$ cat src/tsad_pkg.sv
// tsad_pkg: constants shared by the transport stream audio demux
// no dependencies
package tsad_pkg;
    localparam logic [7:0] SYNC_BYTE    = 8'h47;
    localparam logic [7:0] PACKET_BYTES = 8'd188;
    localparam logic [8:0] OFFSET_PEND  = 9'h1FF;
    localparam logic [7:0] PAT_TABLE_ID = 8'h00;
    localparam logic [7:0] PMT_TABLE_ID = 8'h02;
    localparam logic [7:0] ST_AAC       = 8'h0F;
    localparam logic [7:0] ST_MPA1      = 8'h03;
    localparam logic [7:0] ST_MPA2      = 8'h04;
    localparam logic [1:0] AFC_ADAPT    = 2'd2;
    localparam logic [1:0] AFC_BOTH     = 2'd3;
endpackage

$ cat src/ts_audio_demux.sv
// ts_audio_demux: byte-wide transport stream parser that extracts one audio stream
// depends on tsad_pkg
// output: a payload word appears on m_ in the cycle after it is accepted on s_
// throughput: one word per cycle unless m_tready stalls; per-byte header, table
// and pes parsing is one compare and counter pass before the output register
// reset: synchronous active-low aresetn clears all parser state; no clearing pass
module ts_audio_demux import tsad_pkg::*; (
    input  logic       aclk,
    input  logic       aresetn,
    input  logic       s_tvalid,
    output logic       s_tready,
    input  logic [7:0] s_tdata,   // [7:0] stream_byte
    output logic       m_tvalid,
    input  logic       m_tready,
    output logic [7:0] m_tdata,   // [7:0] audio_byte
    output logic       m_tuser    // [0] audio_kind
);
    logic        in_packet_reg, in_packet_next;
    logic [7:0]  pos_reg, pos_next;
    logic [12:0] pid_reg, pid_next;
    logic        ustart_reg, ustart_next;
    logic [1:0]  afc_reg, afc_next;
    logic [8:0]  poff_reg, poff_next;
    logic        skip_reg, skip_next;
    logic [8:0]  sec_start_reg, sec_start_next;
    logic [11:0] sec_len_reg, sec_len_next;
    logic        matched_reg, matched_next;
    logic [11:0] pil_reg, pil_next;
    logic [13:0] cursor_reg, cursor_next;
    logic [31:0] entry_reg, entry_next;
    logic [11:0] dlen_reg, dlen_next;
    logic [12:0] pmt_pid_reg, pmt_pid_next;
    logic        pmt_known_reg, pmt_known_next;
    logic [12:0] aud_pid_reg, aud_pid_next;
    logic        aud_known_reg, aud_known_next;
    logic        codec_reg, codec_next;
    logic        pes_ok_reg, pes_ok_next;
    logic [7:0]  pes_hlen_reg, pes_hlen_next;
    logic        m_valid_reg;
    logic [7:0]  m_data_reg;
    logic        m_kind_reg;

    logic        take, emit;
    logic [7:0]  b;
    logic [8:0]  j;       // payload index
    logic [8:0]  s;       // section index
    logic [13:0] d;
    logic [7:0]  kind;
    logic [11:0] dl_full;
    logic        is_pmt;
    logic        tbl;

    assign s_tready = !m_valid_reg || m_tready;
    assign take     = s_tvalid && s_tready;
    assign b        = s_tdata;
    assign m_tvalid = m_valid_reg;
    assign m_tdata  = m_data_reg;
    assign m_tuser  = m_kind_reg;

    always_comb begin
        in_packet_next = in_packet_reg; pos_next = pos_reg; pid_next = pid_reg;
        ustart_next = ustart_reg; afc_next = afc_reg; poff_next = poff_reg;
        skip_next = skip_reg; sec_start_next = sec_start_reg; sec_len_next = sec_len_reg;
        matched_next = matched_reg; pil_next = pil_reg; cursor_next = cursor_reg;
        entry_next = entry_reg; dlen_next = dlen_reg; pmt_pid_next = pmt_pid_reg;
        pmt_known_next = pmt_known_reg; aud_pid_next = aud_pid_reg;
        aud_known_next = aud_known_reg; codec_next = codec_reg;
        pes_ok_next = pes_ok_reg; pes_hlen_next = pes_hlen_reg;
        emit = 1'b0;
        j = {1'b0, pos_reg} - poff_reg;
        s = j - sec_start_reg;
        d = {5'd0, s} - cursor_reg;
        kind = entry_reg[23:16];
        dl_full = {dlen_reg[11:8], b};
        is_pmt = pmt_known_reg;
        tbl = 1'b0;
        if (!in_packet_reg) begin
            if (b == SYNC_BYTE) begin
                in_packet_next = 1'b1; pos_next = 8'd1; pid_next = '0;
                ustart_next = 1'b0; afc_next = '0; poff_next = 9'd4;
                skip_next = 1'b0; matched_next = 1'b0; pes_ok_next = 1'b0;
            end
        end else begin
            if (pos_reg == 8'd1) begin
                ustart_next = b[6];
                pid_next = {b[4:0], 8'd0};
            end else if (pos_reg == 8'd2) begin
                pid_next = {pid_reg[12:8], b};
            end else if (pos_reg == 8'd3) begin
                afc_next = b[5:4];
                if (b[5:4] == AFC_ADAPT) skip_next = 1'b1;
                else if (b[5:4] == AFC_BOTH) poff_next = OFFSET_PEND;
                else poff_next = 9'd4;
            end else if (pos_reg == 8'd4 && afc_reg == AFC_BOTH) begin
                poff_next = 9'd5 + {1'b0, b};
                if (9'd5 + {1'b0, b} > {1'b0, PACKET_BYTES}) skip_next = 1'b1;
            end else if (pos_reg >= 8'd4 && !skip_reg && {1'b0, pos_reg} >= poff_reg) begin
                if (aud_known_reg) begin
                    if (pid_reg == aud_pid_reg) begin
                        if (!ustart_reg) emit = 1'b1;
                        else if (j == 9'd0 || j == 9'd1) begin
                            if (b != 8'h00) skip_next = 1'b1;
                        end else if (j == 9'd2) begin
                            if (b != 8'h01) skip_next = 1'b1;
                            else pes_ok_next = 1'b1;
                        end else if (j == 9'd8) begin
                            pes_hlen_next = b;
                        end else if (j >= 9'd9 && pes_ok_reg
                                     && (j - 9'd9) >= {1'b0, pes_hlen_reg}) begin
                            emit = 1'b1;
                        end
                    end
                end else if (ustart_reg) begin
                    tbl = pmt_known_reg ? (pid_reg == pmt_pid_reg) : (pid_reg == 13'd0);
                end
            end
            if (tbl) begin
                if (j == 9'd0) begin
                    sec_start_next = 9'd1 + {1'b0, b};
                end else if (j >= sec_start_reg) begin
                    if (s == 9'd0) begin
                        if (b != (is_pmt ? PMT_TABLE_ID : PAT_TABLE_ID)) skip_next = 1'b1;
                        else matched_next = 1'b1;
                    end else if (s == 9'd1) begin
                        sec_len_next = {b[3:0], 8'd0};
                    end else if (s == 9'd2) begin
                        sec_len_next = {sec_len_reg[11:8], b};
                    end else if (!is_pmt) begin
                        if (s >= 9'd8) begin
                            entry_next = {entry_reg[23:0], b};
                            if (s[1:0] == 2'd3) begin
                                if ({3'd0, s} + 12'd2 > sec_len_reg) skip_next = 1'b1;
                                else if (entry_reg[23:8] != 16'd0) begin
                                    pmt_pid_next = {entry_reg[4:0], b};
                                    pmt_known_next = 1'b1;
                                    skip_next = 1'b1;
                                end
                            end
                        end
                    end else if (s == 9'd10) begin
                        pil_next = {b[3:0], 8'd0};
                    end else if (s == 9'd11) begin
                        pil_next = {pil_reg[11:8], b};
                        cursor_next = 14'd12 + {2'd0, pil_reg[11:8], b};
                    end else if (s >= 9'd12 && {5'd0, s} >= cursor_reg) begin
                        if (d == 14'd0) begin
                            if ({1'b0, cursor_reg} + 15'd6 > {3'd0, sec_len_reg})
                                skip_next = 1'b1;
                            else entry_next = {24'd0, b};
                        end else if (d == 14'd1 || d == 14'd2) begin
                            entry_next = {entry_reg[23:0], b};
                        end else if (d == 14'd3) begin
                            dlen_next = {b[3:0], 8'd0};
                        end else begin
                            dlen_next = dl_full;
                            if (kind == ST_AAC || kind == ST_MPA1 || kind == ST_MPA2) begin
                                aud_pid_next = entry_reg[12:0];
                                codec_next = (kind != ST_AAC);
                                aud_known_next = 1'b1;
                                skip_next = 1'b1;
                            end else begin
                                cursor_next = cursor_reg + 14'd5 + {2'd0, dl_full};
                            end
                        end
                    end
                end
            end
            if (pos_reg + 8'd1 >= PACKET_BYTES) begin
                in_packet_next = 1'b0; pos_next = 8'd0;
            end else begin
                pos_next = pos_reg + 8'd1;
            end
        end
    end

    always_ff @(posedge aclk) begin
        if (!aresetn) begin
            in_packet_reg <= 1'b0; pos_reg <= '0; pid_reg <= '0; ustart_reg <= 1'b0;
            afc_reg <= '0; poff_reg <= 9'd4; skip_reg <= 1'b0; sec_start_reg <= '0;
            sec_len_reg <= '0; matched_reg <= 1'b0; pil_reg <= '0; cursor_reg <= '0;
            entry_reg <= '0; dlen_reg <= '0; pmt_pid_reg <= '0; pmt_known_reg <= 1'b0;
            aud_pid_reg <= '0; aud_known_reg <= 1'b0; codec_reg <= 1'b0;
            pes_ok_reg <= 1'b0; pes_hlen_reg <= '0; m_valid_reg <= 1'b0;
        end else begin
            if (take) begin
                in_packet_reg <= in_packet_next; pos_reg <= pos_next; pid_reg <= pid_next;
                ustart_reg <= ustart_next; afc_reg <= afc_next; poff_reg <= poff_next;
                skip_reg <= skip_next; sec_start_reg <= sec_start_next;
                sec_len_reg <= sec_len_next; matched_reg <= matched_next;
                pil_reg <= pil_next; cursor_reg <= cursor_next; entry_reg <= entry_next;
                dlen_reg <= dlen_next; pmt_pid_reg <= pmt_pid_next;
                pmt_known_reg <= pmt_known_next; aud_pid_reg <= aud_pid_next;
                aud_known_reg <= aud_known_next; codec_reg <= codec_next;
                pes_ok_reg <= pes_ok_next; pes_hlen_reg <= pes_hlen_next;
            end
            if (s_tready) m_valid_reg <= take && emit;
        end
    end

    always_ff @(posedge aclk) begin
        if (take && emit) begin
            m_data_reg <= b;
            m_kind_reg <= codec_reg;
        end
    end
endmodule
$ cat config.mk
export PLATFORM = sky130hd
export DESIGN_NAME = ts_audio_demux
export DESIGN_NICKNAME = d
export VERILOG_FILES = /design/src/tsad_pkg.sv /design/src/ts_audio_demux.sv
export SDC_FILE = /design/constraint.sdc
export NUM_CORES = 1
export LEC_CHECK = 0
export ABC_AREA = 1
export BUFFER_PORTS_ARGS = -buffer_cell sky130_fd_sc_hd__buf_2
export CORE_AREA = 3 3 121 211
export DETAILED_ROUTE_END_ITERATION = 6
export DIE_AREA = 0 0 124 214
export PLACE_DENSITY = 0.7
export SLEW_MARGIN = 0
export SYNTH_ARGS = -nofsm -noshare
export SYNTH_HDL_FRONTEND = slang
export SYNTH_SLANG_ARGS = --single-unit
$ cat constraint.sdc
create_clock -name aclk -period 7 [get_ports aclk]
set_input_delay 0.7 -clock aclk [delete_from_list [all_inputs] [get_ports aclk]]
set_output_delay 0.7 -clock aclk [all_outputs]
set_load 0.005 [all_outputs]
## After elaboration in Yosys (flattened, before gate mapping)

Cells that the tools add are included.

- Flip-flop bits (word level): 150
- Latch bits: 0
- Bits in writable memories: 0
- ROM bits: 0
- Bits of input ports: 12
- Output and inout port bits: 11
- Word-level logic and storage cells: 279
- Memories: 0

- Add/subtract/negate cells: 12
- Multiply operators: 0
- Divide/modulo/power cells: 0
- Magnitude comparators: 12
- Equality and inequality tests: 52
- Shift operators: 0
- Mux-type cells: 119
- Bitwise operators: 17
- Reductions and logical operators: 42

Operators with widths:

| operator | number |
|---|---|
| 24-bit two-way mux | 8 |
| 14-bit two-way mux | 6 |
| 1-bit two-way mux | 80 |
| 9-bit two-way mux | 8 |
| 8-bit two-way mux | 6 |
| 13-bit two-way mux | 3 |
| 13-bit AND reduction | 3 |
| 15-bit AND reduction | 2 |
| 14-bit by 2-bit == test with 1-bit output (second input constant) | 2 |
| 9-bit by 4-bit == test with 1-bit output (second input constant) | 3 |
| 9-bit by 4-bit greater-or-equal comparator with 1-bit output (second input constant) | 3 |
| 13-bit == test | 2 |
| 8-bit by 2-bit == test with 1-bit output (second input constant) | 3 |
| 12-bit two-way mux | 2 |
| 2-bit inequality test (second input constant) | 12 |
| 9-bit by 1-bit == test with 1-bit output (second input constant) | 2 |
| 9-bit by 2-bit == test with 1-bit output (second input constant) | 2 |
| 9-bit zero test | 2 |
| 1-bit inverter | 17 |
| 8-bit by 3-bit == test with 1-bit output (second input constant) | 2 |
| 2-bit by 1-bit inequality test with 1-bit output (second input constant) | 8 |
| 16-bit AND reduction | 1 |
| 16-bit nonzero test | 1 |
| 14-bit by 3-bit adder with 15-bit output (second input constant) | 1 |
| 47 further kinds | 75 |

## Logic depth before layout (Yosys ltp)

Gate-level depths: netlist of run 1.

- Word-level depth: 27
- Mapped depth: 39

## Worst setup path after synthesis of run 1

Ideal clock, no wire load.

- Path type: register -> register
- Start point: reg pos_reg[0]
- End point: reg pmt_pid_reg[10]
- Setup time: 86 ps
- Arrival time: 4,796 ps
- Required time: 6,914 ps
- Slack: 2,118 ps
- Cell stages (with the launch flop): 26
- Buffers on the path: 1
- Clock period less this slack: 4,882 ps
- Cells stage by stage: dfxtp_1 > inv_1 > ha_1 > fa_1 > xnor2_1 > ha_1 > a21oi_1 > and2_1 > or2_1 > nand2_1 > nor2_1 > inv_1 > nor4_1 > nand3_1 > xor2_1 > inv_1 > ha_1 > nand4_1 > o311ai_0 > nand2_1 > a31oi_1 > nand2_1 > inv_2 > clkbuf_1 > nor2_1 > a211oi_1

- Word-level cells in the longest chain between the ends: 10
- Elaborated cells between the ends (all ways): 32
- Classes of those cells: add/sub: 3; order compare: 5; eq/ne: 7; mux: 6; bitwise: 5; reduce/logical: 6

Ends and longest elaborated chain:

| element | RTL line | text |
|---|---|---|
| start: declaration | ts_audio_demux.sv:19 | `logic [7:0] pos_reg, pos_next;` |
| start signal: assignment | ts_audio_demux.sv:186 | `in_packet_reg <= in_packet_next; pos_reg <= pos_next; pid_reg <= pid_next;` |
| branches (longest 9 deep; another with 10-bit by 12-bit greater-than comparator with 1-bit output) | n/a |  |
| 13-bit AND reduction (no line) (*) | n/a |  |
| end signal: assignment | ts_audio_demux.sv:191 | `dlen_reg <= dlen_next; pmt_pid_reg <= pmt_pid_next;` |
| end: declaration | ts_audio_demux.sv:32 | `logic [12:0] pmt_pid_reg, pmt_pid_next;` |

Mark *: on every way between the ends. The select of a mux whose other input is x is not followed.
A chain may end at the register's enable or synchronous reset.

## Final worst setup path of run 1

- Start point: reg pos_reg[0]
- End point: reg entry_reg[18]

- Word-level cells in the longest chain between the ends: 10
- Elaborated cells between the ends (all ways): 49
- Classes of those cells: add/sub: 3; order compare: 6; eq/ne: 15; mux: 11; bitwise: 4; reduce/logical: 10

Ends and longest elaborated chain:

| element | RTL line | text |
|---|---|---|
| branches (longest 10 deep; another with 9-bit by 14-bit subtractor with 14-bit output) | n/a |  |
| end signal: assignment | ts_audio_demux.sv:190 | `pil_reg <= pil_next; cursor_reg <= cursor_next; entry_reg <= entry_next;` |
| end: declaration | ts_audio_demux.sv:30 | `logic [31:0] entry_reg, entry_next;` |

Parallel ways; which one is timed is not known. The select of a mux whose other input is x is not followed.

==> results.md, run 1 <==
- Fmax: 169.8 MHz
- Detail Placement HPWL: 24,240 um
- Synthesis warning total: 0
- Maxcap violations: 0
- Gr usage total: 24.91%
- Clock Tree Root: clkbuf_16
- Highest-count cells in the layout ignoring fill and taps: nand2_1, inv_1, nor2_1, dfxtp_1, a21oi_1
- Post-CTS Setup Bufs: 0
- ANT nets after route: 0
- Row count: 75
- Port buffer count: 22
- Final Util: about half
- Global-route wire length before repair: 51,150 um
- Critical R2R Capture: entry_reg[18]
- Die width: around 120 um
- Vias in the first global route: 10,060
- Crit path max fanout: 32
- Synth Instances: 1,492
- Slew margin rel.: between 20% and 30%
- Die ar.: 26,540 um2
- Delay of the slowest critical-path stage: 430 ps
- # resized after CTS: 0
- Largest net degree at the start of global routing: 90
- Worst hold path class: flop to flop
- Register area share after synthesis: 28.71%
- Final Wtd Congestion: 0.9397
- Ant. Diodes: 0
- Least-Margin Pin Slew: ~1100 ps
- Setup TNS: 0 ps
- Fin. max-slew vios: 0
- Worst vdd ir: 0.1451 mV
- Max reg flops: 24
- R2R Setup Slk: 1110 ps
- Leak: just under 5 nW
- Sequential Power Share: 45.0%
- Number of CTS-inserted buffers: 17
- Most used cell, CP: nand2_1
- Critical path origin: pos_reg[0]
- Final WL: 32,350 um
- Placed instance area: 11,090 um2
- Switching share of power: 27.00%
- Clk Latency, worst-skew pair: 460 ps
- Part of the power in the clock network: 49.5%
- Final Cell Area: 11,690 um2
- Vias per inst: 5.602
- Worst Setup Path Type: flop to flop
- Vias: 10,160
- FF+latch count, synth: 150
- Worst R2R Start: pos_reg[0]
- Fill count: 2,469
- Worst path slowest cell: xnor2_1
- CTS Sinks: 150
- DR WL/cell: about 18 um
- Commonest non-fill, non-tap cell in the layout: nand2_1
- Clock skew: 13.87 ps
- Hold path endpoint: m_tuser
- Req. time, crit path: approximately 7300 ps
- Area Overhead vs Synth: 8.524%
- Clk slew on worst S/H paths: 70 ps
- DRT iter0 DRCs: 628
- CTS Buffer Depth: 2
- Drt pass-1 iters: 5
- HP Start: codec_reg
- Total power: 1.917 mW
- Yosys cell types: 64
- Final hold violation count: 0
- Htree depth: 4
- Core Footprint: about 24,000 um2
- Starting Density: 44.85%
- Arrival @ worst endpoint: 6190 ps
- Nets: roughly 1,600
- Synthesized area per cell: 7.221 um2
- Cell Pwr Density: 163.9 nW/um2
- Bufs and invs on worst path: 3
- Setup violations, final: 0
- Area contributors post-synth: dfxtp_1, ha_1, nand2_1, inv_1, a21oi_1
- Die Y: 214 um
- Gr ovfl total: 0
- Layout cell share with drive strength beyond 1: 9.834%
- Area leader, netlist: dfxtp_1
- IO Pins: 23
- Gate power share: 5.5%
- Crit. End Element: flop
- CP startpoint kind: flop
- Post-Syn Area: 10,770 um2
- Min Tclk post-route: 5888 ps
- Cell family with most CP delay: simple AND/OR/NAND/NOR gates
- DRC viols: 0
- CTS tree: yes
- Post-synth top area share: 26.20%
- Int Pwr: 1.399 mW
- Sw power: roughly 0.52 mW
- Syn_nets: 1,603
- WHS Path Cells: 0
- Hold_ws: 429.6 ps
- RSZ-0062 raised after global routing: false
- R2R depth: 28
- Ratio of final minimum period to clock period: 84.12%
- Initial antenna violation count: 0
- Outcome: complete, no violations
- # hold bufs at CTS: 0
-- area by class of cell --
type	count	area (um2)	share of cell area (%)
Clock buffer	17	425.4	3.638
Inverter	206	779.5	6.667
Multi-Input combinational cell	1092	6695	57.26
Sequential cell	150	3093	26.45
Clock inverter	15	181.4	1.552
Timing Repair Buffer	25	132.6	1.134
Tap cell	308	385.4	3.296
-- layer usage --
metal / vias to the layer above / global-route usage, % / wire length (um)
li1: 5045 / - / -
met2: 304 / 44.91 / 16920
met4: 0 / 15.90 / 2125
met1: 4688 / 25.72 / 11940
met3: 120 / 4.226 / 1357
met5: - / 0 / 0
-- metrics by stage --
stage	std cells	setup slack, ps
3_5_place_dp	1781	1168
5_1_grt	1813	570.0
3_3_place_gp	1781	1223
6_report	1813	1112
2_1_floorplan	1492	2118
4_1_cts	1813	1147
-- how the worst max path moves through the flow --
stage / end / slack, ps / cells after the start
floorplan: pmt_pid_reg[10] / 2120 / 25
global route: entry_reg[23] / 570 / 28
finish: entry_reg[18] / 1110 / 28
detailed placement: entry_reg[18] / 1170 / 28
CTS: entry_reg[18] / 1150 / 28
global placement: entry_reg[18] / 1220 / 28
-- power by group through the flow --
stage | combinational, mW | clock (mW) | sequential (mW)
floorplan | 0.0671 | 0 | 0.881
global placement | 0.103 | 0 | 0.881
detailed placement | 0.103 | 0 | 0.881
CTS | 0.104 | 0.963 | 0.862
global route | 0.115 | 0.997 | 0.861
finish | 0.105 | 0.950 | 0.862
-- synthesized netlist by cell type, drive strengths merged --
library cell and n:
buf 13, and3 2, o311ai 1, a21oi 145
nor4 13, o21bai 2, o21a 1, o211ai 3
o211a 1, o221ai 1, or2 17, a211oi 58
nor3b 1, o41ai 2, xnor2 22, nand3 94
xor2 57, a21boi 1, nand4 44, fa 4
a22oi 1, nand2 226, a21o 4, clkbuf 31
a311oi 1, a41oi 1, edfxtp 9, nor2 160
and2 1, inv 200, nand3b 3, ha 95
clkinv 6, o31ai 1, dfxtp 141, a221oi 2
nor3 45, o21ai 76, a31oi 6, nor4b 1
-- kinds of logic (layout without fill, tap and decap cells) --
kind of cell | count (synthesis) | after routing | synth area share, %
flip-flops | 150 | 150 | 28.71
AO/OA/AOI/OAI | 307 | 307 | 16.85
XOR/XNOR | 79 | 79 | 6.666
adder cells (fa/ha/maj) | 99 | 99 | 11.78
buffers and inverters | 250 | 263 | 9.209
AND/OR/NAND/NOR | 607 | 607 | 26.79
Note: power is estimated with default switching activity, not from simulation.
==> inputs of run 2 (changes only) <==
clock period = 5.9 ns   (was 7 ns; I/O delays follow)
==> results.md, run 2 (same netlist as run 1, synthesis figures left out) <==
- Outcome: complete, no violations
- Final Util: 48.91%
- M3 GR Usage: 3.698%
- CP startpoint kind: flop
- Slew margin rel.: 30.57%
- Critical R2R Capture: pmt_pid_reg[2]
- Storage cell area: ~3100 um2
- Vias per inst: around 5.6
- Leak: 4.911 nW
- Largest net degree at the start of global routing: 53
- Worst hold path class: flop to flop
- ANT nets after route: 0
- Worst R2R Start: pos_reg[0]
- Die ar.: 26,540 um2
- Layout cell share with drive strength beyond 1: 10.32%
- Vias in the first global route: 9,900
- Final WS setup: 330.3 ps
- Gr ovfl total: 0
- Row count: 75
- CTS Buffer Depth: 2
- Max reg flops: 24
- Commonest non-fill, non-tap cell in the layout: nand2_1
- Placed instance area: 11,140 um2
- DR WL/cell: between 15 and 20 um
- Top Usage Layer GRT: met2
- Crit path capture: pmt_pid_reg[2]
- CTS Sinks: 150
- Final Wtd Congestion: 0.9686
- Area of the multi-input gates: 6714 um2
- Drt pass-1 iters: 6
- Worst Setup Path Type: flop to flop
- Final hold violation count: 0
- Die Y: approximately 210 um
- Area Overhead vs Synth: 9.058%
- Arrival @ worst endpoint: 5940 ps
- Clock skew: 10.34 ps
- Req. time, crit path: 6270 ps
- Initial antenna violation count: 0
- Fin. max-slew vios: 0
- DRC viols: 0
- Min Tclk post-route: 5570 ps
- Starting Density: 44.85%
- Critical path origin: pos_reg[0]
- Clk slew on worst S/H paths: roughly 70 ps
- Fmax: approximately 180 MHz
- R2R Setup Slk: 330 ps
- Least-Margin Pin Slew: 1038 ps
- Core Footprint: 24,020 um2
- Gr usage total: 25.13%
- Ant. Diodes: 0
- Total power: 2.241 mW
- Setup WS pre-CTS: 289.1 ps
- CTS tree: yes
- Detail Placement HPWL: 24,480 um
- Worst vdd ir: 0.1744 mV
- DRT iter0 DRCs: 682
- Htree depth: 4
- Final cell count without fillers: 1,820
- IO Pins: 23
- Fill count: 2,446
- GR Util met1: a little over a quarter
- Crit path max fanout: 26
- Nets: roughly 1,600
- Global-route wire length before repair: 51,260 um
- Die width: ~120 um
- Maxcap violations: 0
- Setup violations, final: 0
- Port buffer count: 22
- Clk Latency, worst-skew pair: 460 ps
- Ratio of final minimum period to clock period: between 90% and 100%
- Number of CTS-inserted buffers: 17
- # hold bufs at CTS: 0
- Highest-count cells in the layout ignoring fill and taps: nand2_1, inv_1, nor2_1, dfxtp_1, a21oi_1
- Final WL: 32,530 um
- Crit. End Element: flop
- Final Cell Area: 11,750 um2
- Vias: just over 10,000
- Cell Pwr Density: 190.7 nW/um2
- Clock Tree Root: clkbuf_16
- Met2 Use GR: 45.28%
- Cell count after placement: 1,788
- R2R depth: 23
==> run 2: cell count changes in the layout (fill, tap and decap cells not counted), sizes merged <==
cell / previous run / this run
bufinv: 1 / 0
buf: 25 / 32
inv: 209 / 205
clkinv: 10 / 12
clkbuf: 17 / 20
==> run 2: report_power, final <==
part	total (mW)	switching, mW	leakage (nW)	internal (mW)
combinational	0.127	0.0950	3.40	0.0324
clock	1.09	0.490	0.289	0.601
sequential	1.02	0.000522	1.22	1.02
total	2.24	0.585	4.91	1.66
==> run 2: routing by layer <==
layer	part of all wire (%)	vias to the layer above	wire, um
met5	0	-	0
met4	6.7	0	2166
met3	4.6	127	1510
met2	52	319	16960
met1	37	4708	11890
li1	-	5064	-
==> run 2: worst max-delay path, stage by stage, from the launching register on <==
cell	delay [ps]
dfxtp_1	410
inv_1	130
ha_1	250
fa_1	570
inv_1	130
fa_1	450
xor2_1	510
ha_1	250
inv_1	70
nor3_1	360
xor2_1	340
inv_1	80
ha_1	320
a21oi_1	140
a21oi_1	70
a211oi_1	210
o21ai_0	160
o311ai_2	110
nand2_1	100
a31oi_1	200
nand2_1	100
clkinv_2	270
nor2_1	70
a211oi_1	180
==> run 2: worst min-delay path by stage <==
stage,start,end,slack (ps),cells after the start
floorplan,codec_reg,m_tuser,400,0
global placement,codec_reg,m_tuser,410,0
detailed placement,codec_reg,m_tuser,420,0
CTS,m_tready,m_tvalid,440,4
global route,codec_reg,m_tuser,490,0
finish,codec_reg,m_tuser,440,0
==> run 2: what timing repair did <==
action	4_1_cts	5_1_grt
buffers inserted	0	0
setup endpoints to repair	0	38
resized for setup	0	7
==> run 2: through the flow <==
step,setup TNS [ps],hold WS [ps]
floorplan,0,403.0
global placement,0,411.3
detailed placement,0,423.7
CTS,0,439.9
global route,-5.516,486.4
finish,0,444.0
==> run 2: area by class of cell <==
type	instances	area share (%)
Clock buffer	20	4.078
Clock inverter	12	0.9371
Inverter	206	6.666
Multi-Input combinational cell	1092	57.14
Sequential cell	150	26.32
Tap cell	308	3.280
Timing Repair Buffer	32	1.576
==> inputs of run 3 (changes only) <==
ABC_AREA = default   (was 1)
CORE_AREA = 3 3 122 212   (was 3 3 121 211)
DIE_AREA = 0 0 125 215   (was 0 0 124 214)
==> results.md, run 3 <==
- Vias in the first global route: about 9,800
- EDFF count, synth: 9
- Ant. Diodes: 0
- DRC viols: 0
- Setup TNS: 0 ps
- Detail Placement HPWL: 24,130 um
- Slew margin rel.: 32.73%
- Synthesis warning total: 0
- Register area share after synthesis: 28.37%
- Clock Tree Root: clkbuf_16
- Syn_nets: 1,438
- Initial antenna violation count: 0
- Least-Margin Pin Slew: 1008 ps
- Synth Instances: 1,327
- Clock skew: 8.497 ps
- Worst hold path class: flop to flop
- Core Footprint: ~24,000 um2
- Cell Pwr Density: 182.4 nW/um2
- IO Pins: 23
- Highest-count cells in the layout ignoring fill and taps: nor2_1, dfxtp_1, nand2_1, ha_1, a21oi_1
- Worst vdd ir: 0.1884 mV
- Post-synth top flop: dfxtp_1
- Final Wtd Congestion: 0.9494
- Synthesized area per cell: 8.214 um2
- Min Tclk post-route: 5592 ps
- Die Y: 215 um
- Gr usage total: about a quarter
- Starting Density: 45.02%
- CTS Buffer Depth: 2
- FF+latch count, synth: 150
- Post-synth ARST share: 0%
- Area leader, netlist: dfxtp_1
- Arrival @ worst endpoint: 5880 ps
- CTS Sinks: 150
- Nets: 1,452
- Gr ovfl total: 0
- Cell count after placement: 1,622
- Final WL: 32,200 um
- ANT nets after route: 0
- Post-Syn Area: 10,900 um2
- Yosys cell types: 87
- DRT iter0 DRCs: 513
- Fill count: about 2,300
- Area Overhead vs Synth: 11.46%
- Vias: 9,902
- Largest net degree at the start of global routing: 61
- Htree depth: 4
- Clk slew on worst S/H paths: 60 ps
- Ratio of final minimum period to clock period: 94.78%
- Crit path max fanout: 6
- Clk Latency, worst-skew pair: 440 ps
- Synth top cells by count: nor2_1, dfxtp_1, nand2_1
- Area of the multi-input gates: 7385 um2
- Die ar.: 26,880 um2
- Maxcap violations: 0
- Global-route wire length before repair: 50,180 um
- Worst path slowest cell: ha_1
- Vias per inst: slightly below 6
- CTS tree: yes
- Setup violations, final: 0
- Drt pass-1 iters: 6
- Max reg flops: 24
- Area contributors post-synth: dfxtp_1, ha_1, mux2i_1, nor2_1, xnor2_1
- Storage cell area: 3095 um2
- Cell family with most CP delay: adder cells
- Post-synth top area share: about a quarter
- CP startpoint kind: flop
- Delay of the slowest critical-path stage: 360 ps
- Crit. End Element: flop
- Fin. max-slew vios: 0
- Commonest non-fill, non-tap cell in the layout: nor2_1
- Final hold violation count: 0
- Layout cell share with drive strength beyond 1: 10.64%
- Worst Setup Path Type: flop to flop
- Leak: 4.726 nW
- Count leader, synth: nor2_1
- Req. time, crit path: 6190 ps
- Final Util: between 50% and 60%
- Fmax: 178.8 MHz
- Bufs and invs on worst path: 4
- Final cell count without fillers: around 1,700
- Outcome: complete, no violations
- Die width: ~130 um
- Row count: 75
- Port buffer count: 22
- Number of CTS-inserted buffers: 17
- DR WL/cell: between 15 and 20 um
==> run 3: area by class of cell <==
| cell class | instances | share of cell area, % |
|---|---|---|
| flip-flops and latches | 150 | 25.48 |
| multi-input cells | 1037 | 60.78 |
| clock inverters | 13 | 1.092 |
| clock buffers | 19 | 3.738 |
| well taps | 308 | 3.172 |
| repair buffers | 59 | 3.388 |
| inverters | 76 | 2.348 |
==> run 3: kinds of logic (layout without fill, tap and decap cells) <==
| group | count (synthesis) | in the layout | share of synthesized area (%) |
|---|---|---|---|
| AO/OA/AOI/OAI | 301 | 301 | 19.15 |
| XOR/XNOR | 94 | 94 | 7.886 |
| adder cells (fa/ha/maj) | 107 | 107 | 12.40 |
| buffers and inverters | 140 | 167 | 5.073 |
| flip-flops | 150 | 150 | 28.37 |
| multiplexers | 72 | 72 | 6.634 |
| AND/OR/NAND/NOR | 463 | 463 | 20.49 |
==> run 3: where the power goes <==
part / internal (mW) / switching (mW) / total, mW / leakage [nW]
sequential: 1.02 / 0.0000986 / 1.02 / 1.22
combinational: 0.0257 / 0.0748 / 0.101 / 3.22
clock: 0.618 / 0.475 / 1.09 / 0.289
total: 1.67 / 0.550 / 2.22 / 4.73
==> run 3: final timing paths <==
kind	startpoint	to	slack (ps)	depth (start not counted)
max	poff_reg[1]	pmt_pid_reg[0]	310	27
min reg2reg	codec_reg	m_tuser	450	0
min	codec_reg	m_tuser	450	0
max reg2reg	poff_reg[1]	pmt_pid_reg[0]	310	27
==> run 3: layer usage <==
metal,global-route usage [%],part of all wire [%]
met2,42.92,52
met1,23.29,36
met4,16.97,7.9
met3,3.851,4.0
met5,0,0
==> run 3: through the flow <==
stage	hold WS (ps)	cell area (um2)	setup slack, ps	power [mW]
floorplan	408.1	10900	191.2	1.109
global placement	439.9	11370	191.1	1.142
detailed placement	437.0	11370	92.35	1.143
CTS	453.7	11960	44.22	2.228
global route	455.0	12150	-43.80	2.280
finish	453.9	12150	308.2	2.216
==> run 3: timing repair <==
action,in CTS,in global routing
setup buffers,0,6
hold buffers,0,0
gates resized for setup,0,33
endpoints found under the setup margin,0,71
